### src/rtl/core/gss_pkg.sv
package gss_pkg;

	// Request bytes
	localparam logic [7:0] REQ_UP   = 8'h0F;
	localparam logic [7:0] REQ_DOWN = 8'hF0;

	// Actuator start commands
	localparam logic [1:0] ACT_NONE = 2'd0;
	localparam logic [1:0] ACT_PUSH = 2'd1;
	localparam logic [1:0] ACT_PULL = 2'd2;

	// Error codes
	localparam logic [2:0] ERR_NONE            = 3'd0;
	localparam logic [2:0] ERR_UP_TIMEOUT      = 3'd1;
	localparam logic [2:0] ERR_DOWN_TIMEOUT    = 3'd2;
	localparam logic [2:0] ERR_CLUTCH_TIMEOUT  = 3'd3;
	localparam logic [2:0] ERR_NEUTRAL_TIMEOUT = 3'd4;
	localparam logic [2:0] ERR_WRONG_GEAR      = 3'd5;
	localparam logic [2:0] ERR_SERVO_OFFLINE   = 3'd6;

	// Reported stage codes
	localparam logic [2:0] CODE_START     = 3'd0;
	localparam logic [2:0] CODE_GEARING   = 3'd1;
	localparam logic [2:0] CODE_CLUTCHING = 3'd2;
	localparam logic [2:0] CODE_ERROR     = 3'd3;
	localparam logic [2:0] CODE_FINISHED  = 3'd4;

	// Gears with a special meaning
	localparam logic [2:0] GEAR_NEUTRAL = 3'd0;
	localparam logic [2:0] GEAR_FIRST   = 3'd1;
	localparam logic [2:0] GEAR_MAX     = 3'd7;

	// Configuration register indexes and reset values
	localparam int unsigned    ADDR_W           = 4;
	localparam logic [1:0]     REG_TIMEOUT      = 2'd0;
	localparam logic [1:0]     REG_THRESHOLD    = 2'd1;
	localparam logic [1:0]     REG_TOP_GEAR     = 2'd2;
	localparam logic [1:0]     REG_PERIOD       = 2'd3;
	localparam logic [15:0]    RST_TIMEOUT      = 16'd3000;
	localparam logic [7:0]     RST_THRESHOLD    = 8'd14;
	localparam logic [2:0]     RST_TOP_GEAR     = 3'd5;
	localparam logic [9:0]     RST_PERIOD       = 10'd30;

	typedef enum logic [4:0] {
		ST_START     = 5'b00001,
		ST_GEARING   = 5'b00010,
		ST_CLUTCHING = 5'b00100,
		ST_ERROR     = 5'b01000,
		ST_FINISHED  = 5'b10000
	} stage_t;

	typedef enum logic [4:0] {
		MODE_UP           = 5'b00001,
		MODE_DOWN         = 5'b00010,
		MODE_N_ENGAGE     = 5'b00100,
		MODE_N_DISENGAGE  = 5'b01000,
		MODE_NOTHING      = 5'b10000
	} mode_t;

	typedef struct packed {
		logic [15:0] shift_timeout_ms;
		logic [7:0]  pressure_threshold;
		logic [2:0]  top_gear;
		logic [9:0]  report_period_ms;
	} cfg_t;

	typedef struct packed {
		logic [7:0]  request_byte;
		logic [2:0]  sensed_gear;
		logic [7:0]  clutch_pressure;
		logic [31:0] now_ms;
		logic        servo_online;
	} item_t;

	typedef struct packed {
		logic [1:0] shift_start;
		logic       shift_stop;
		logic       clutch_engage;
		logic       clutch_release;
		logic [2:0] error_code;
		logic [2:0] stage_now;
		logic       report_valid;
		logic [2:0] report_gear;
		logic [7:0] report_pressure;
	} result_t;

	typedef struct packed {
		stage_t      stage;
		mode_t       active_mode;
		logic [2:0]  target_gear;
		logic [31:0] shift_start_time;
		logic [31:0] last_report_time;
	} state_t;

	function automatic logic [2:0] stage_code(stage_t s);
		logic [2:0] c;
		case (s)
			ST_START:     c = CODE_START;
			ST_GEARING:   c = CODE_GEARING;
			ST_CLUTCHING: c = CODE_CLUTCHING;
			ST_ERROR:     c = CODE_ERROR;
			ST_FINISHED:  c = CODE_FINISHED;
			default:      c = CODE_START;
		endcase
		return c;
	endfunction

endpackage

### src/rtl/core/gss_if.sv
interface gss_item_if;
	logic        valid;
	logic        ready;
	logic [7:0]  request_byte;
	logic [2:0]  sensed_gear;
	logic [7:0]  clutch_pressure;
	logic [31:0] now_ms;
	logic        servo_online;

	modport source(output valid, request_byte, sensed_gear, clutch_pressure, now_ms,
		servo_online, input ready);
	modport sink(input valid, request_byte, sensed_gear, clutch_pressure, now_ms,
		servo_online, output ready);
endinterface

interface gss_result_if;
	logic       valid;
	logic       ready;
	logic [1:0] shift_start;
	logic       shift_stop;
	logic       clutch_engage;
	logic       clutch_release;
	logic [2:0] error_code;
	logic [2:0] stage_now;
	logic       report_valid;
	logic [2:0] report_gear;
	logic [7:0] report_pressure;

	modport source(output valid, shift_start, shift_stop, clutch_engage, clutch_release,
		error_code, stage_now, report_valid, report_gear, report_pressure, input ready);
	modport sink(input valid, shift_start, shift_stop, clutch_engage, clutch_release,
		error_code, stage_now, report_valid, report_gear, report_pressure, output ready);
endinterface

### src/rtl/core/gss_step.sv
module gss_step (
	input  gss_pkg::state_t  cur,
	input  gss_pkg::cfg_t    cfg,
	input  gss_pkg::item_t   item,
	output gss_pkg::state_t  nxt,
	output gss_pkg::result_t res
);

	gss_pkg::stage_t stg;
	gss_pkg::mode_t  mode;
	logic [2:0]      tgt;
	logic [31:0]     sst;
	logic [31:0]     rep_age;
	logic [1:0]      act;
	logic            stop;
	logic            engage;
	logic            release_cmd;
	logic [2:0]      err;
	logic            releases;
	logic            is_up;
	logic            is_down;
	logic            pres_ok;
	logic            to;
	logic [2:0]      gear;

	always_comb begin
		gear        = item.sensed_gear;
		is_up       = item.request_byte == gss_pkg::REQ_UP;
		is_down     = item.request_byte == gss_pkg::REQ_DOWN;
		pres_ok     = item.clutch_pressure >= cfg.pressure_threshold;
		stg         = cur.stage;
		mode        = cur.active_mode;
		tgt         = cur.target_gear;
		sst         = cur.shift_start_time;
		act         = gss_pkg::ACT_NONE;
		stop        = 1'b0;
		engage      = 1'b0;
		release_cmd = 1'b0;
		err         = gss_pkg::ERR_NONE;
		releases    = 1'b0;

		// Take a new request only while no shift is under way
		if (stg != gss_pkg::ST_GEARING && stg != gss_pkg::ST_CLUTCHING) begin
			if (is_up && gear != cfg.top_gear && gear < gss_pkg::GEAR_MAX) begin
				tgt  = gear + 3'd1;
				mode = gss_pkg::MODE_UP;
				stg  = gss_pkg::ST_START;
			end
			if (is_down && gear != gss_pkg::GEAR_NEUTRAL) begin
				tgt  = gear - 3'd1;
				mode = gss_pkg::MODE_DOWN;
				stg  = gss_pkg::ST_START;
			end
			if (is_down && gear == gss_pkg::GEAR_FIRST) begin
				mode = gss_pkg::MODE_N_ENGAGE;
				stg  = gss_pkg::ST_START;
			end
			if (is_up && gear == gss_pkg::GEAR_NEUTRAL) begin
				mode = gss_pkg::MODE_N_DISENGAGE;
				stg  = gss_pkg::ST_START;
			end
		end

		// Every active mode stamps the shift start time on its start stage
		if (stg == gss_pkg::ST_START && mode != gss_pkg::MODE_NOTHING) begin
			sst = item.now_ms;
		end
		to = (item.now_ms - sst) >= {16'd0, cfg.shift_timeout_ms};

		// Advance the stage machine of the active mode
		case (mode)
			gss_pkg::MODE_UP: begin
				if (stg == gss_pkg::ST_START) begin
					act = gss_pkg::ACT_PUSH;
					stg = gss_pkg::ST_GEARING;
				end
				if (stg == gss_pkg::ST_GEARING) begin
					if (gear == tgt) begin
						stg = gss_pkg::ST_FINISHED;
					end else if (to) begin
						err = gss_pkg::ERR_UP_TIMEOUT;
						stg = gss_pkg::ST_ERROR;
					end
				end
			end
			gss_pkg::MODE_DOWN: begin
				releases = 1'b1;
				if (stg == gss_pkg::ST_START) begin
					engage = 1'b1;
					stg    = gss_pkg::ST_GEARING;
				end
				if (stg == gss_pkg::ST_GEARING && pres_ok) begin
					stg = gss_pkg::ST_CLUTCHING;
					act = gss_pkg::ACT_PULL;
				end
				if (gear == tgt) begin
					stg = gss_pkg::ST_FINISHED;
				end
				if (stg != gss_pkg::ST_FINISHED && to) begin
					err = (stg == gss_pkg::ST_CLUTCHING) ? gss_pkg::ERR_CLUTCH_TIMEOUT
						: gss_pkg::ERR_DOWN_TIMEOUT;
					stg = gss_pkg::ST_ERROR;
				end
			end
			gss_pkg::MODE_N_ENGAGE: begin
				if (stg == gss_pkg::ST_START) begin
					act = gss_pkg::ACT_PUSH;
					stg = gss_pkg::ST_GEARING;
				end
				if (stg == gss_pkg::ST_GEARING) begin
					if (gear == gss_pkg::GEAR_FIRST) begin
						stg = gss_pkg::ST_FINISHED;
					end else if (to) begin
						err = gss_pkg::ERR_NEUTRAL_TIMEOUT;
						stg = gss_pkg::ST_ERROR;
					end else if (gear > gss_pkg::GEAR_FIRST) begin
						err = gss_pkg::ERR_WRONG_GEAR;
						stg = gss_pkg::ST_ERROR;
					end
				end
			end
			gss_pkg::MODE_N_DISENGAGE: begin
				releases = 1'b1;
				if (stg == gss_pkg::ST_START) begin
					engage = 1'b1;
					if (item.servo_online) begin
						stg = gss_pkg::ST_GEARING;
					end else begin
						err = gss_pkg::ERR_SERVO_OFFLINE;
						stg = gss_pkg::ST_ERROR;
					end
				end
				if (stg == gss_pkg::ST_GEARING && pres_ok) begin
					stg = gss_pkg::ST_CLUTCHING;
					act = gss_pkg::ACT_PULL;
				end
				if (stg == gss_pkg::ST_CLUTCHING) begin
					if (gear == gss_pkg::GEAR_FIRST) begin
						stg = gss_pkg::ST_FINISHED;
					end else if (to) begin
						err = gss_pkg::ERR_NEUTRAL_TIMEOUT;
						stg = gss_pkg::ST_ERROR;
					end else if (gear > gss_pkg::GEAR_FIRST) begin
						err = gss_pkg::ERR_WRONG_GEAR;
						stg = gss_pkg::ST_ERROR;
					end
				end
			end
			default: begin
			end
		endcase

		// Close out a finished or failed shift
		if (mode != gss_pkg::MODE_NOTHING &&
		    (stg == gss_pkg::ST_FINISHED || stg == gss_pkg::ST_ERROR)) begin
			stop        = 1'b1;
			release_cmd = releases;
			mode        = gss_pkg::MODE_NOTHING;
		end

		// Periodic gear and pressure report
		rep_age              = item.now_ms - cur.last_report_time;
		res.report_valid     = rep_age >= {22'd0, cfg.report_period_ms};
		res.report_gear      = res.report_valid ? gear : 3'd0;
		res.report_pressure  = res.report_valid ? item.clutch_pressure : 8'd0;
		nxt.last_report_time = res.report_valid ? item.now_ms : cur.last_report_time;

		nxt.stage            = stg;
		nxt.active_mode      = mode;
		nxt.target_gear      = tgt;
		nxt.shift_start_time = sst;

		res.shift_start      = act;
		res.shift_stop       = stop;
		res.clutch_engage    = engage;
		res.clutch_release   = release_cmd;
		res.error_code       = err;
		res.stage_now        = gss_pkg::stage_code(stg);
	end

endmodule

### src/rtl/core/gear_shift_sequencer_unit.sv
// Path: an accepted transaction is held in the input register and its result is then
// shown from the result register (input register, then result register).
// Throughput: one transaction per cycle unless result.ready stalls; the shift state is
// updated in the single step between the two registers, so items follow back to back.
// Reset (arst_n low, asynchronous): stage start, no active mode, target gear and
// time stamps zero, configuration at its defaults, both registers empty.
module gear_shift_sequencer_unit (
	input  logic                            clk,
	input  logic                            arst_n,
	gss_item_if.sink                        item,
	gss_result_if.source                    result,
	input  logic                            psel,
	input  logic                            penable,
	input  logic                            pwrite,
	input  logic [gss_pkg::ADDR_W-1:0]      paddr,
	input  logic [31:0]                     pwdata,
	output logic [31:0]                     prdata,
	output logic                            pready
);

	gss_pkg::cfg_t    cfg_q;
	gss_pkg::state_t  state_q;
	gss_pkg::state_t  state_nxt;
	gss_pkg::item_t   item_s1;
	gss_pkg::result_t res_nxt;
	gss_pkg::result_t res_s2;
	logic             item_valid_s1;
	logic             res_valid_s2;
	logic             advance;
	logic             fire;
	logic             accept;
	logic             cfg_wr;
	logic [1:0]       reg_idx;

	// Configuration port
	assign pready  = 1'b1;
	assign reg_idx = paddr[3:2];
	assign cfg_wr  = psel && penable && pwrite;

	always_ff @(posedge clk or negedge arst_n) begin
		if (!arst_n) begin
			cfg_q.shift_timeout_ms   <= gss_pkg::RST_TIMEOUT;
			cfg_q.pressure_threshold <= gss_pkg::RST_THRESHOLD;
			cfg_q.top_gear           <= gss_pkg::RST_TOP_GEAR;
			cfg_q.report_period_ms   <= gss_pkg::RST_PERIOD;
		end else if (cfg_wr) begin
			case (reg_idx)
				gss_pkg::REG_TIMEOUT:   cfg_q.shift_timeout_ms   <= pwdata[15:0];
				gss_pkg::REG_THRESHOLD: cfg_q.pressure_threshold <= pwdata[7:0];
				gss_pkg::REG_TOP_GEAR:  cfg_q.top_gear           <= pwdata[2:0];
				gss_pkg::REG_PERIOD:    cfg_q.report_period_ms   <= pwdata[9:0];
				default: begin
				end
			endcase
		end
	end

	always_comb begin
		case (reg_idx)
			gss_pkg::REG_TIMEOUT:   prdata = {16'd0, cfg_q.shift_timeout_ms};
			gss_pkg::REG_THRESHOLD: prdata = {24'd0, cfg_q.pressure_threshold};
			gss_pkg::REG_TOP_GEAR:  prdata = {29'd0, cfg_q.top_gear};
			gss_pkg::REG_PERIOD:    prdata = {22'd0, cfg_q.report_period_ms};
			default:                prdata = 32'd0;
		endcase
	end

	// Handshake: the result register frees the input register when it drains
	assign advance    = !res_valid_s2 || result.ready;
	assign item.ready = !item_valid_s1 || advance;
	assign accept     = item.valid && item.ready;
	assign fire       = item_valid_s1 && advance;

	// Input register
	always_ff @(posedge clk or negedge arst_n) begin
		if (!arst_n) begin
			item_valid_s1 <= 1'b0;
		end else if (accept) begin
			item_valid_s1 <= 1'b1;
		end else if (advance) begin
			item_valid_s1 <= 1'b0;
		end
	end

	always_ff @(posedge clk) begin
		if (accept) begin
			item_s1.request_byte    <= item.request_byte;
			item_s1.sensed_gear     <= item.sensed_gear;
			item_s1.clutch_pressure <= item.clutch_pressure;
			item_s1.now_ms          <= item.now_ms;
			item_s1.servo_online    <= item.servo_online;
		end
	end

	// One sequencing step per transaction
	gss_step u_step (
		.cur  (state_q),
		.cfg  (cfg_q),
		.item (item_s1),
		.nxt  (state_nxt),
		.res  (res_nxt)
	);

	// Sequencer state
	always_ff @(posedge clk or negedge arst_n) begin
		if (!arst_n) begin
			state_q.stage            <= gss_pkg::ST_START;
			state_q.active_mode      <= gss_pkg::MODE_NOTHING;
			state_q.target_gear      <= 3'd0;
			state_q.shift_start_time <= 32'd0;
			state_q.last_report_time <= 32'd0;
		end else if (fire) begin
			state_q <= state_nxt;
		end
	end

	// Result register
	always_ff @(posedge clk or negedge arst_n) begin
		if (!arst_n) begin
			res_valid_s2 <= 1'b0;
		end else if (advance) begin
			res_valid_s2 <= item_valid_s1;
		end
	end

	always_ff @(posedge clk) begin
		if (fire) begin
			res_s2 <= res_nxt;
		end
	end

	assign result.valid           = res_valid_s2;
	assign result.shift_start     = res_s2.shift_start;
	assign result.shift_stop      = res_s2.shift_stop;
	assign result.clutch_engage   = res_s2.clutch_engage;
	assign result.clutch_release  = res_s2.clutch_release;
	assign result.error_code      = res_s2.error_code;
	assign result.stage_now       = res_s2.stage_now;
	assign result.report_valid    = res_s2.report_valid;
	assign result.report_gear     = res_s2.report_gear;
	assign result.report_pressure = res_s2.report_pressure;

endmodule
### src/flat_wrapper.sv
// flat-port wrapper written by rule: the top's interface ports become plain ports
module gear_shift_sequencer_unit_flat 
  (clk, arst_n, psel, penable, pwrite, paddr, pwdata, prdata, pready, item_valid, item_request_byte, item_sensed_gear, item_clutch_pressure, item_now_ms, item_servo_online, item_ready, result_valid, result_shift_start, result_shift_stop, result_clutch_engage, result_clutch_release, result_error_code, result_stage_now, result_report_valid, result_report_gear, result_report_pressure, result_ready);
  gss_item_if item_i ();
  gss_result_if result_i ();
  input  logic clk;
  input  logic arst_n;
  input  logic psel;
  input  logic penable;
  input  logic pwrite;
  input  logic [gss_pkg::ADDR_W-1:0] paddr;
  input  logic [31:0] pwdata;
  output logic [31:0] prdata;
  output logic pready;
  input wire logic [$bits(item_i.valid)-1:0] item_valid;
  input wire logic [$bits(item_i.request_byte)-1:0] item_request_byte;
  input wire logic [$bits(item_i.sensed_gear)-1:0] item_sensed_gear;
  input wire logic [$bits(item_i.clutch_pressure)-1:0] item_clutch_pressure;
  input wire logic [$bits(item_i.now_ms)-1:0] item_now_ms;
  input wire logic [$bits(item_i.servo_online)-1:0] item_servo_online;
  output wire logic [$bits(item_i.ready)-1:0] item_ready;
  output wire logic [$bits(result_i.valid)-1:0] result_valid;
  output wire logic [$bits(result_i.shift_start)-1:0] result_shift_start;
  output wire logic [$bits(result_i.shift_stop)-1:0] result_shift_stop;
  output wire logic [$bits(result_i.clutch_engage)-1:0] result_clutch_engage;
  output wire logic [$bits(result_i.clutch_release)-1:0] result_clutch_release;
  output wire logic [$bits(result_i.error_code)-1:0] result_error_code;
  output wire logic [$bits(result_i.stage_now)-1:0] result_stage_now;
  output wire logic [$bits(result_i.report_valid)-1:0] result_report_valid;
  output wire logic [$bits(result_i.report_gear)-1:0] result_report_gear;
  output wire logic [$bits(result_i.report_pressure)-1:0] result_report_pressure;
  input wire logic [$bits(result_i.ready)-1:0] result_ready;
  assign item_i.valid = item_valid;
  assign item_i.request_byte = item_request_byte;
  assign item_i.sensed_gear = item_sensed_gear;
  assign item_i.clutch_pressure = item_clutch_pressure;
  assign item_i.now_ms = item_now_ms;
  assign item_i.servo_online = item_servo_online;
  assign item_ready = item_i.ready;
  assign result_valid = result_i.valid;
  assign result_shift_start = result_i.shift_start;
  assign result_shift_stop = result_i.shift_stop;
  assign result_clutch_engage = result_i.clutch_engage;
  assign result_clutch_release = result_i.clutch_release;
  assign result_error_code = result_i.error_code;
  assign result_stage_now = result_i.stage_now;
  assign result_report_valid = result_i.report_valid;
  assign result_report_gear = result_i.report_gear;
  assign result_report_pressure = result_i.report_pressure;
  assign result_i.ready = result_ready;
  gear_shift_sequencer_unit u_core (.clk(clk), .arst_n(arst_n), .item(item_i), .result(result_i), .psel(psel), .penable(penable), .pwrite(pwrite), .paddr(paddr), .pwdata(pwdata), .prdata(prdata), .pready(pready));
endmodule
### config.mk
export PLATFORM = sky130hd
export DESIGN_NAME = gear_shift_sequencer_unit_flat
export DESIGN_NICKNAME = d
export VERILOG_FILES = /design/src/rtl/core/gss_pkg.sv /design/src/rtl/core/gss_if.sv /design/src/rtl/core/gss_step.sv /design/src/rtl/core/gear_shift_sequencer_unit.sv /design/src/flat_wrapper.sv
export SDC_FILE = /design/constraint.sdc
export NUM_CORES = 1
export LEC_CHECK = 0
export ABC_AREA = 1
export BUFFER_PORTS_ARGS = -buffer_cell sky130_fd_sc_hd__buf_2
export CELL_PAD_IN_SITES_DETAIL_PLACEMENT = 1
export CELL_PAD_IN_SITES_GLOBAL_PLACEMENT = 2
export CORE_AREA = 3 3 232 234
export CTS_BUF_LIST = sky130_fd_sc_hd__clkbuf_8
export DETAILED_ROUTE_END_ITERATION = 6
export DIE_AREA = 0 0 235 237
export PLACE_DENSITY_LB_ADDON = 0.1
export SKIP_LAST_GASP = 1
export SYNTH_ARGS = -nofsm -noshare
export SYNTH_HDL_FRONTEND = slang
export SYNTH_SLANG_ARGS = --single-unit
### constraint.sdc
create_clock -name clk -period 8.66 [get_ports clk]
set_clock_uncertainty 0.1 [all_clocks]
set_input_delay 0.433 -clock clk [delete_from_list [all_inputs] [get_ports clk]]
set_output_delay 0.433 -clock clk [all_outputs]
set_load 0.005 [all_outputs]
; ---- After elaboration in Yosys (flattened, before gate mapping)
; Index checks and enable logic that the tools add are counted.
[totals]
reg_bits = 191
out_inout_bits = 58
elab_cells = 159
[op_classes]
n_addsub = 4
n_lt_le_gt_ge = 5
eq_ne = 27
muxes = 67
reduce_logical = 31
[ops]
columns = op, n
row1 = 2-to-1 mux 5 bit, 34
row2 = case mux 32 bit (4 select lines), 1
row3 = subtractor 32 bit, 2
row4 = 2-to-1 mux 3 bit, 13
row5 = greater-or-equal comparator 32 x 10 -> 1 bit, 1
row6 = greater-or-equal comparator 32 x 16 -> 1 bit, 1
row7 = 2-to-1 mux 32 bit, 1
row8 = == test 5 x 2 -> 1 bit (second input constant), 6
row9 = case mux 3 bit (4 select lines), 2
row10 = == test 5 x 3 -> 1 bit (second input constant), 4
row11 = case mux 5 bit (4 select lines), 1
row12 = logical AND 1 bit, 15
row13 = == test 5 x 1 -> 1 bit (second input constant), 2
row14 = == test 5 x 4 -> 1 bit (second input constant), 2
row15 = 2-to-1 mux 1 bit, 10
row16 = inequality test 5 bit (second input constant), 2
row17 = AND reduction 2 bit, 5
row18 = == test 8 x 4 -> 1 bit (second input constant), 1
row19 = == test 8 bit (second input constant), 1
row20 = greater-or-equal comparator 8 bit, 1
row21 = 2-to-1 mux 2 bit, 3
row22 = case mux 2 bit (3 select lines), 1
row23 = == test 5 bit (second input constant), 1
row24 = inequality test 5 x 2 -> 1 bit (second input constant), 1
row25 = other kinds (18), 23

; ---- Depth between registers and ports, before layout
; Gate-level depths: netlist of the first run.
[depth]
word_depth = 24
mapped_depth = 52

; ---- Cells and area by module
; From an unflattened synthesis of the first run, not the netlist that was laid out.
[unflattened]
cells_unflattened = 1927
area_unflattened_um2 = 14023.4
[by_module_without_submodules]
columns = mod, n_inst, cells_each, area_per_inst_um2, seq_area_each_um2
row1 = gear_shift_sequencer_unit, 1, 657, 7150.6, 5177.5
row2 = gss_step, 1, 1270, 6872.8, 0.0

; ---- Worst setup path after synthesis of the first run
; Ideal clock, no wire load.
[synth_timing]
kind = register to register
from = register u_core.item_s1[42] (netlist name)
to = register u_core.res_s2 (netlist bit u_core.result.clutch_release), data pin
setup_ns = 0.258
arrival_time_ns = 5.871
t_required_ns = 8.302
slack_ns = 2.431
stages_incl_launch_ff = 51
period_less_slack_ns = 6.229
path_cell_list = edfxtp_1 inv_1 ha_1 inv_1 nor2_4 nand3_2 nand2_1 inv_2 nand3_2 nand2_2 nand2_1 nand2_4 nor2_8 nand2_4 buf_8 inv_1 buf_2 clkbuf_1 [15 not listed] a211oi_1 nand2_1 nand2_1 nand4_1 a21oi_1 nand4_1 nor2_4 nand2_4 nand2_2 nand2_1 o21ai_2 inv_1 nor2_1 nor2_1 nand4_2 nand2_2 nand2_4 nor2_2
[synth_via]
elab_chain_len = 23
word_cells_on_any_way = 76
[synth_lines]
columns = element, line
row1 = "start, declared", gear_shift_sequencer_unit.sv:24  ; gss_pkg::item_t item_s1;
row2 = "parallel branches: the longest is 23 deep, another holds subtractor 32 bit", -
row3 = "end signal, assigned", gear_shift_sequencer_unit.sv:128  ; res_s2 <= res_nxt;
row4 = "end, declared", gear_shift_sequencer_unit.sv:26  ; gss_pkg::result_t res_s2;
; Parallel ways; which one is timed is not known. The select of a mux whose other input is x is not followed.
; A chain may end at the register's enable or synchronous reset.

; ---- Final worst setup path of the first run
[layout_timing]
from = register u_core.item_s1[42] (netlist name)
to = register u_core.state_q[69] (netlist name)
[layout_via]
elab_chain_len = 24
word_cells_on_any_way = 75
[layout_lines]
columns = element, line
row1 = "parallel branches: the longest is 23 deep, another holds subtractor 32 bit", -
row2 = 2-to-1 mux 5 bit (*), gss_step.sv:154  ; if (mode != gss_pkg::MODE_NOTHING &&
row3 = "end signal, assigned", gear_shift_sequencer_unit.sv:113  ; state_q <= state_nxt;
row4 = "end, declared", gear_shift_sequencer_unit.sv:22  ; gss_pkg::state_t state_q;
; Mark *: on every way between the ends. The select of a mux whose other input is x is not followed.

==> reports/results.txt, run 1 <==
run status - finished, final reports clean
total congestion overflow - 0
total non-filler cell area in the finished layout - 15300 µm²
maximum number of pins on one net before global-route repair - 65
number of hold violations in the final report - 0
die area - 55700 µm²
Flop pwr share - 33.5%
clk slew on worst S/H paths - 0.12 ns
first-pass GRT wire length - 66.2 mm
CP Data Required Time - 9.03 ns
number of buffers added by the clock tree synthesis step - 17
placed wire-length estimate after detailed placement - 32.1 mm
die width - 235 µm
per-instance average area after synthesis - 7.82 µm²
top library cells by usage in the layout, fill and taps aside - sky130_fd_sc_hd__nand2_1, sky130_fd_sc_hd__inv_1, sky130_fd_sc_hd__o21ai_0
number of diodes added for antenna fixing - 0
critical path capture point type - flop
root buf cell - sky130_fd_sc_hd__clkbuf_8
RSZ-0062 raised after global routing - false
initial DRC count - 410
max capacitance violation total - 0
maximum resistive drop on vdd - 0.0960 mV
net switching fraction of the power - 45.5%
leakage power - 7.34 nW
data arrival time of the critical path - 7.99 ns
post-synthesis share of cell area spent on full adders, half adders and majority gates - 9.72%
internal power component - 2.00 mW
pre-CTS setup slack - 0.943 ns
Worst path slowest cell - sky130_fd_sc_hd__inv_1
combined area of all synthesized cells - 12900 µm²
placeable core region - 52200 µm²
initial antenna violation count - 0
period utilisation layout - 88.0%
post-layout min period - 7.62 ns
number of I/O pins - 153
final number of setup-violating endpoints - 0
multiplexer share of the synthesized area - 0.155%
clock tree from TritonCTS - yes
measured slew at the worst slew-check pin - 0.997 ns
critical path type - flop to flop
Setup crit start kind - flop
combinational family with the most area after synthesis - simple AND/OR/NAND/NOR gates
async set-or-reset flop fraction in the synthesized netlist - 60.7%
starting density of the core - 24.7%
number of detailed-route iterations in the first pass - 4
Switch Pwr - 1.67 mW
overall power of the completed layout - 3.67 mW
share of total power in the clock network - 16.6%
post-synthesis instance total - 1650
fraction of the yosys area taken by sequential cells - 40.1%
Post-synth EDFFs - 75
Compound-Gate Fraction of Synth Area - 13.0%
Fillers - 6339
CTS H-tree lvls - 4
row count - 84
area of the multi-input gates - 6540 µm²
fraction of synthesized cell area in xor and xnor cells - 3.12%
sequential cell area in the final layout - 5180 µm²
number of vias per cell after detailed routing - 4.43
logic gate share of total power - 49.9%
max frequency - 131 MHz
count of cells resized by post-cts repair - 0
share of the core filled with cells - 29.3%
total number of nets in the final design - 2030
Clock Latency Late Sink - 0.59 ns
post-route setup slack - 1.04 ns
setup slack, reg-to-reg - 1.04 ns
count of cell types in the netlist - 58
cell area after placement - 14200 µm²
power per unit of standard cell area - 240 nW/µm²
total detailed-routing wirelength - 40.8 mm
overall global routing resource usage - 15.2%
most common library cell in the layout ignoring fill and taps - sky130_fd_sc_hd__nand2_1
number of storage elements in the synthesis netlist - 191
sink count of the clock tree - 191
maximum number of buffers from clock root to sink - 2
Wirelength per Cell - 16.1 µm
post-synthesis simple-gate area fraction - 24.2%
Setup TNS Final - 0 ns
count of nets left with antenna violations after detail routing - 0
count of buffers inserted at the top-level ports - 117
path category of the worst min-delay check - primary input to flop
DRC - 0
Crit path largest cell delay - 0.40 ns
Vert. Die Dim - 237 µm
synthesis-to-finish area growth - 18.6%
Synthesis Warnings - 0
cell type with the highest occurrence count on the critical path - sky130_fd_sc_hd__nand2_1
vias in the first global route - 12000
max-slew violations - 0
commonest register cell after synthesis - sky130_fd_sc_hd__dfrtp_1
GPL Wtd Cong - 0.797
via count of the routed design - 11200
highest net fanout along the worst path - 17
worst-case headroom to the max-slew limit - 33.4%
fraction of layout cells with a size suffix above 1 - 13.8%
==> state kept, by name (all words and copies together) (netlist names), 2 cells and up <==
name,count
u_core.cfg_q,37
u_core.item_s1,52
u_core.result.error_code,3
u_core.result.report_gear,3
u_core.result.report_pressure,8
u_core.result.shift_start,2
u_core.result.stage_now,3
u_core.state_q,77
==> power groups by stage <==
stage | sequential (mW) | clock [mW] | combinational, mW
after floorplan | 1.22 | 0 | 1.30
after global placement | 1.24 | 0 | 1.80
after detailed placement | 1.25 | 0 | 1.84
after CTS | 1.23 | 0.659 | 1.87
after global routing | 1.25 | 0.684 | 2.13
final | 1.23 | 0.610 | 1.83
==> kinds of logic after synthesis <==
family                   after synthesis
flip-flops                           191
other                                  2
AND/OR/NAND/NOR                      697
AO/OA/AOI/OAI                        308
XOR/XNOR                              46
multiplexers                           2
buffers and inverters                305
adder cells (fa/ha/maj)               99
==> worst max-delay path, delay by kind of cell, from the launching register on <==
family          cells  cell delay (ns)
compound gates      6             1.37
xor+xnor            1             0.20
fa+ha+maj           3             0.82
buf+inv             6             0.94
flops               1             0.37
simple gates       31             3.67
==> synthesized netlist by cell type, drive strengths merged (6+ instances only) <==
library cell | count | area [µm²]
clkbuf | 23 | 86.3
edfxtp | 75 | 2250
dfrtp | 98 | 2450
nand3b | 7 | 52.6
ha | 97 | 1210
buf | 24 | 178
o21ai | 180 | 912
nand4 | 28 | 181
nor2 | 127 | 546
dfstp | 18 | 473
inv | 257 | 967
nor4 | 8 | 50.1
nor3 | 20 | 105
o221ai | 6 | 52.6
xnor2 | 19 | 166
a211oi | 7 | 52.6
nand2 | 427 | 1680
nand3 | 70 | 445
xor2 | 27 | 236
a21oi | 87 | 443
==> final timing paths <==
path | start | to | cells past startpoint
min in group asynchronous | arst_n | u_core.state_q[12]$_DFFE_PN0P_ | 2
max in group asynchronous | arst_n | u_core.state_q[69]$_DFFE_PN0P_ | 3
worst min-delay path | pwdata[1] | u_core.cfg_q[14]$_DFFE_PN1P_ | 3
worst min register to register | u_core.state_q[50]$_DFFE_PN0P_ | u_core.state_q[50]$_DFFE_PN0P_ | 2
worst max register to register | u_core.item_s1[42]$_DFFE_PP_ | u_core.state_q[69]$_DFFE_PN0P_ | 47
worst max-delay path | u_core.item_s1[42]$_DFFE_PP_ | u_core.state_q[69]$_DFFE_PN0P_ | 47
==> per-layer routing <==
layer	global-route usage (%)	share of wire (%)	wire (µm)
met5	0	0	0
met4	3.80	1.2	480
met3	2.91	2.2	898
met2	25.1	47	19200
met1	20.4	50	20300
==> area by class of cell <==
cell class | count | share of cell area [%]
tap | 688 | 5.63
sequential | 191 | 33.8
multi-input combinational | 1169 | 42.7
clock buffer | 17 | 1.53
timing repair buffer | 199 | 8.98
clock inverter | 15 | 0.940
inverter | 258 | 6.35
==> repair_timing <==
item / 4_1_cts / 5_1_grt
hold endpoints to repair: 129 / 0
hold buffers: 68 / 0
buffers inserted: 0 / 0
==> metrics by stage <==
stage	cells	hold WS, ns
4_1_cts	2537	0.00263
6_report	2537	0.0717
3_5_place_dp	2437	0.369
5_1_grt	2537	0.0441
2_1_floorplan	1665	0.0374
3_3_place_gp	2437	0.363
Note: power is estimated with default switching activity, not from simulation.
==> run 2: changes to the inputs <==
--- a/config.mk
+++ b/config.mk
@@ -8,12 +8,12 @@
 export ABC_AREA = 1
 export BUFFER_PORTS_ARGS = -buffer_cell sky130_fd_sc_hd__buf_2
 export CELL_PAD_IN_SITES_DETAIL_PLACEMENT = 1
-export CELL_PAD_IN_SITES_GLOBAL_PLACEMENT = 2
+export CELL_PAD_IN_SITES_GLOBAL_PLACEMENT = 1
 export CORE_AREA = 3 3 232 234
 export CTS_BUF_LIST = sky130_fd_sc_hd__clkbuf_8
 export DETAILED_ROUTE_END_ITERATION = 6
 export DIE_AREA = 0 0 235 237
-export PLACE_DENSITY_LB_ADDON = 0.1
+export PLACE_DENSITY = 0.61
 export SKIP_LAST_GASP = 1
 export SYNTH_ARGS = -nofsm -noshare
 export SYNTH_HDL_FRONTEND = slang
==> run 2 against run 1 <==
  * Register-to-register slack better by 0.11 ns
  * Die area unchanged
  * Sequential share of layout area up 0.21 points
  * Critical endpoint is now u_core.state_q[70]$_DFFE_PN0P_
  * Maximum frequency up 1.5%
  * Highest routed layer unchanged
==> reports/results.txt, run 2 (same netlist as run 1, synthesis figures left out) <==
critical path capture point type - flop
CP Data Required Time - 8.96 ns
maximum number of buffers from clock root to sink - 2
max-slew violations - 0
flip-flop count of the largest register after layout - 77
clock tree from TritonCTS - yes
pre-CTS setup slack - 1.09 ns
most common library cell in the layout ignoring fill and taps - sky130_fd_sc_hd__nand2_1
overall power of the completed layout - 3.67 mW
total instance count after detailed placement - 2436
top library cells by usage in the layout, fill and taps aside - sky130_fd_sc_hd__nand2_1, sky130_fd_sc_hd__inv_1, sky130_fd_sc_hd__o21ai_0
critical path type - flop to flop
setup slack, reg-to-reg - 1.15 ns
power per unit of standard cell area - 242 nW/µm²
CTS hold repair buffers - 54
share of the core filled with cells - 29.1%
overall global routing resource usage - 14.2%
first-pass GRT wire length - 63.3 mm
hold slack - 0.0578 ns
root buf cell - sky130_fd_sc_hd__clkbuf_8
count of buffers inserted at the top-level ports - 117
number of detailed-route iterations in the first pass - 5
total number of nets in the final design - 2015
Fillers - 6357
vias in the first global route - 11800
Worst path slowest cell - sky130_fd_sc_hd__edfxtp_1
RSZ-0062 raised after global routing - false
starting density of the core - 24.7%
synthesis-to-finish area growth - 17.9%
GPL Wtd Cong - 0.835
die area - 55700 µm²
post-layout min period - 7.51 ns
cell area after placement - 14200 µm²
placeable core region - 52200 µm²
Vert. Die Dim - 237 µm
count of cells resized by post-cts repair - 0
number of hold violations in the final report - 0
Setup TNS Final - 0 ns
row count - 84
final number of setup-violating endpoints - 0
period utilisation layout - 86.7%
die width - 235 µm
initial antenna violation count - 1
worst-case headroom to the max-slew limit - 30.7%
number of buffers added by the clock tree synthesis step - 17
Wirelength per Cell - 15.4 µm
worst hold stages - 3
leakage power - 7.29 nW
clk slew on worst S/H paths - 0.11 ns
Largest regs - u_core.state_q: 77 flops, u_core.item_s1: 52 flops, u_core.cfg_q: 37 flops
total setup buffers inserted after CTS - 0
count of nets left with antenna violations after detail routing - 0
max capacitance violation total - 0
Setup crit start kind - flop
number of vias per cell after detailed routing - 4.45
max frequency - 133 MHz
data arrival time of the critical path - 7.81 ns
highest net fanout along the worst path - 17
DRC - 0
Crit path largest cell delay - 0.63 ns
run status - finished, final reports clean
path category of the worst min-delay check - primary input to flop
sink count of the clock tree - 191
Clock Latency Late Sink - 0.52 ns
number of I/O pins - 153
post-route setup slack - 1.15 ns
maximum resistive drop on vdd - 0.123 mV
measured slew at the worst slew-check pin - 1.04 ns
via count of the routed design - 11200
Most flops, register - u_core.state_q
initial DRC count - 406
maximum number of pins on one net before global-route repair - 70
FF-to-FF path depth - 46
fin cells - 2523
cell type with the highest occurrence count on the critical path - sky130_fd_sc_hd__nand2_1
total detailed-routing wirelength - 38.8 mm
CTS H-tree lvls - 4
placed wire-length estimate after detailed placement - 31.4 mm
total congestion overflow - 0
total non-filler cell area in the finished layout - 15200 µm²
fraction of layout cells with a size suffix above 1 - 13.7%
[run 2: layer usage]
layer	GRT usage, %	up-vias	wire [µm]
li1	-	5715	-
met1	18.7	5363	18900
met2	24.1	125	18300
met3	2.18	28	936
met4	3.91	0	716
met5	0	-	0
[run 2: power by group]
group | leakage (nW) | internal [mW] | switching (mW) | total, mW
clock | 0.212 | 0.272 | 0.383 | 0.654
sequential | 2.15 | 1.13 | 0.102 | 1.23
combinational | 4.92 | 0.651 | 1.14 | 1.79
[run 2: worst max-delay path, delay by kind of cell (launching register included)]
kind	cells	cell delay, ns
AO/OA/AOI/OAI	6	0.95
buffers and inverters	6	0.62
AND/OR/NAND/NOR	30	3.97
adder cells (fa/ha/maj)	3	0.96
XOR/XNOR	1	0.16
flip-flops	1	0.63
[run 2: path summary, 6_finish.rpt]
path                                                     start                        endpoint
worst max register to register    u_core.item_s1[41]$_DFFE_PP_  u_core.state_q[70]$_DFFE_PN0P_
max in group asynchronous                               arst_n     u_core.cfg_q[8]$_DFFE_PN0P_
worst min register to register  u_core.state_q[69]$_DFFE_PN0P_  u_core.state_q[69]$_DFFE_PN0P_
worst min-delay path                                pwdata[12]    u_core.cfg_q[33]$_DFFE_PN0P_
worst max-delay path              u_core.item_s1[41]$_DFFE_PP_  u_core.state_q[70]$_DFFE_PN0P_
min in group asynchronous                               arst_n  u_core.state_q[23]$_DFFE_PN0P_
[run 2: area by class of cell]
type                       instances  area [µm²]  area share (%)
clock buffer                      17         234            1.54
clock inverter                    15         193            1.27
sequential                       191        5180            34.0
tap                              688         861            5.66
timing repair buffer             184        1230            8.06
inverter                         258         971            6.39
antenna                            1        2.50          0.0165
multi-input combinational       1169        6540            43.0
==> run 3: changes to the inputs <==
==> constraint.sdc (replaced) <==
create_clock -name clk -period 8.66 [get_ports clk]
set_clock_uncertainty 0.1 [all_clocks]
set_input_delay 1.299 -clock clk [delete_from_list [all_inputs] [get_ports clk]]
set_output_delay 1.299 -clock clk [all_outputs]
set_load 0.005 [all_outputs]
==> run 3 against run 2 <==
  * First-iteration DRC count decreased by 4.2%
  * Global-route usage decreased by 0.15 points
  * Die area unchanged
  * Cell count decreased by 2.1%
  * Routed wire length decreased by 1.2%
  * Cell area decreased by 3.5%
  * Non-clock buffer count decreased by 54
  * Register-to-register slack got worse by 0.10 ns
  * Critical path type unchanged
  * Largest cell class unchanged
==> reports/results.txt, run 3 (same netlist as run 1, synthesis figures left out) <==
hold slack - 0.393 ns
capture point of the worst reg-to-reg path - u_core.state_q[69]$_DFFE_PN0P_
fraction of layout cells with a size suffix above 1 - 14.2%
die width - 235 µm
die area - 55700 µm²
power per unit of standard cell area - 248 nW/µm²
share of the core filled with cells - 28.1%
run status - finished, final reports clean
critical path capture point type - flop
vias in the first global route - 11600
measured slew at the worst slew-check pin - 0.997 ns
root buf cell - sky130_fd_sc_hd__clkbuf_8
RSZ-0062 raised after global routing - false
Largest regs - u_core.state_q: 77 flops, u_core.item_s1: 52 flops, u_core.cfg_q: 37 flops
maximum number of pins on one net before global-route repair - 63
data arrival time of the critical path - 7.95 ns
sink count of the clock tree - 191
CTS H-tree lvls - 4
flip-flop count of the largest register after layout - 77
count of cells resized by post-cts repair - 0
most common library cell in the layout ignoring fill and taps - sky130_fd_sc_hd__nand2_1
timing startpoint of the critical path - u_core.item_s1[41]$_DFFE_PP_
total detailed-routing wirelength - 38.3 mm
Vert. Die Dim - 237 µm
total congestion overflow - 0
pre-CTS setup slack - 1.01 ns
Worst path slowest cell - sky130_fd_sc_hd__edfxtp_1
initial DRC count - 389
post-layout min period - 7.61 ns
count of buffers inserted at the top-level ports - 117
final number of setup-violating endpoints - 0
Crit path largest cell delay - 0.65 ns
leakage power - 7.07 nW
top library cells by usage in the layout, fill and taps aside - sky130_fd_sc_hd__nand2_1, sky130_fd_sc_hd__inv_1, sky130_fd_sc_hd__o21ai_0
cell type with the highest occurrence count on the critical path - sky130_fd_sc_hd__nand2_1
max capacitance violation total - 0
maximum resistive drop on vdd - 0.131 mV
number of buffers added by the clock tree synthesis step - 17
worst-case headroom to the max-slew limit - 33.3%
total setup buffers inserted after CTS - 0
CTS hold repair buffers - 0
FF-to-FF path depth - 46
post-route setup slack - 1.05 ns
number of I/O pins - 153
initial antenna violation count - 1
first-pass GRT wire length - 62.2 mm
max frequency - 131 MHz
row count - 84
max-slew violations - 0
Fillers - 6361
clock tree from TritonCTS - yes
synthesis-to-finish area growth - 13.8%
Clock Latency Late Sink - 0.55 ns
CP Data Required Time - 8.99 ns
count of nets left with antenna violations after detail routing - 0
setup slack, reg-to-reg - 1.05 ns
number of detailed-route iterations in the first pass - 6
GPL Wtd Cong - 0.849
overall global routing resource usage - 14.0%
path category of the worst min-delay check - flop to flop
number of vias per cell after detailed routing - 4.46
placed wire-length estimate after detailed placement - 31.3 mm
worst r2r src - u_core.item_s1[41]$_DFFE_PP_
maximum number of buffers from clock root to sink - 2
via count of the routed design - 11000
period utilisation layout - 87.9%
DRC - 0
total instance count after detailed placement - 2436
timing endpoint of the critical path - u_core.state_q[69]$_DFFE_PN0P_
number of hold violations in the final report - 0
starting density of the core - 24.7%
Wirelength per Cell - 15.5 µm
Most flops, register - u_core.state_q
placeable core region - 52200 µm²
fin cells - 2470
clk slew on worst S/H paths - 0.12 ns
total number of nets in the final design - 1961
Setup crit start kind - flop
highest net fanout along the worst path - 17
critical path type - flop to flop
Setup TNS Final - 0 ns
[run 3: cell count changes in the layout (fill, tap and decap cells not counted), sizes merged]
| cell | delta |
|---|---|
| dlygate4sd3 | -54 |
| clkinvlp | -1 |
| bufinv | -2 |
| diode | +1 |
| clkinv | +1 |
| inv | +2 |
[run 3: metrics by stage]
step,total power [mW],instance area [µm²]
finish,3.65,14700
global route,4.02,14700
CTS,3.72,14700
detailed placement,3.04,14200
global placement,2.97,14200
floorplan,2.52,13000
[run 3: layer usage]
layer	up-vias	wire length, µm	track usage [%]
met5	-	0	0
met4	0	728	4.30
met3	31	893	2.26
met2	125	18100	23.7
met1	5259	18600	18.3
li1	5603	-	-
[run 3: critical path: cells and delay by family, from the launching register on]
kind                     cells  cell delay, ns
AO/OA/AOI/OAI                6            0.94
XOR/XNOR                     1            0.17
adder cells (fa/ha/maj)      3            0.95
buffers and inverters        6            0.63
flip-flops                   1            0.65
AND/OR/NAND/NOR             30            4.06
[run 3: where the power goes]
group          internal [mW]  leakage, nW  switching [mW]  total, mW
sequential              1.13         2.15           0.102       1.23
clock                  0.232        0.216           0.424      0.656
combinational          0.635         4.70            1.13       1.76
total                   2.00         7.07            1.65       3.65
[run 3: cell type report]
| type | count | area, µm² | area share (%) |
|---|---|---|---|
| Inverter | 258 | 971 | 6.61 |
| Clock buffer | 17 | 234 | 1.59 |
| Clock inverter | 15 | 204 | 1.39 |
| Multi-Input combinational cell | 1169 | 6540 | 44.6 |
| Tap cell | 688 | 861 | 5.86 |
| Timing Repair Buffer | 130 | 686 | 4.67 |
| Sequential cell | 191 | 5180 | 35.3 |
| Antenna cell | 2 | 5.00 | 0.0341 |
[run 3: worst min path at each step]
stage,from,endpoint,slack [ns],cells past startpoint
final,u_core.state_q[44]$_DFFE_PN0P_,u_core.state_q[44]$_DFFE_PN0P_,0.39,2
after detailed placement,u_core.state_q[70]$_DFFE_PN0P_,u_core.state_q[70]$_DFFE_PN0P_,0.37,2
after CTS,u_core.state_q[38]$_DFFE_PN0P_,u_core.state_q[38]$_DFFE_PN0P_,0.40,2
after global routing,u_core.state_q[36]$_DFFE_PN0P_,u_core.state_q[36]$_DFFE_PN0P_,0.42,2
after floorplan,u_core.state_q[69]$_DFFE_PN0P_,u_core.state_q[69]$_DFFE_PN0P_,0.34,2
after global placement,u_core.state_q[52]$_DFFE_PN0P_,u_core.state_q[52]$_DFFE_PN0P_,0.36,2
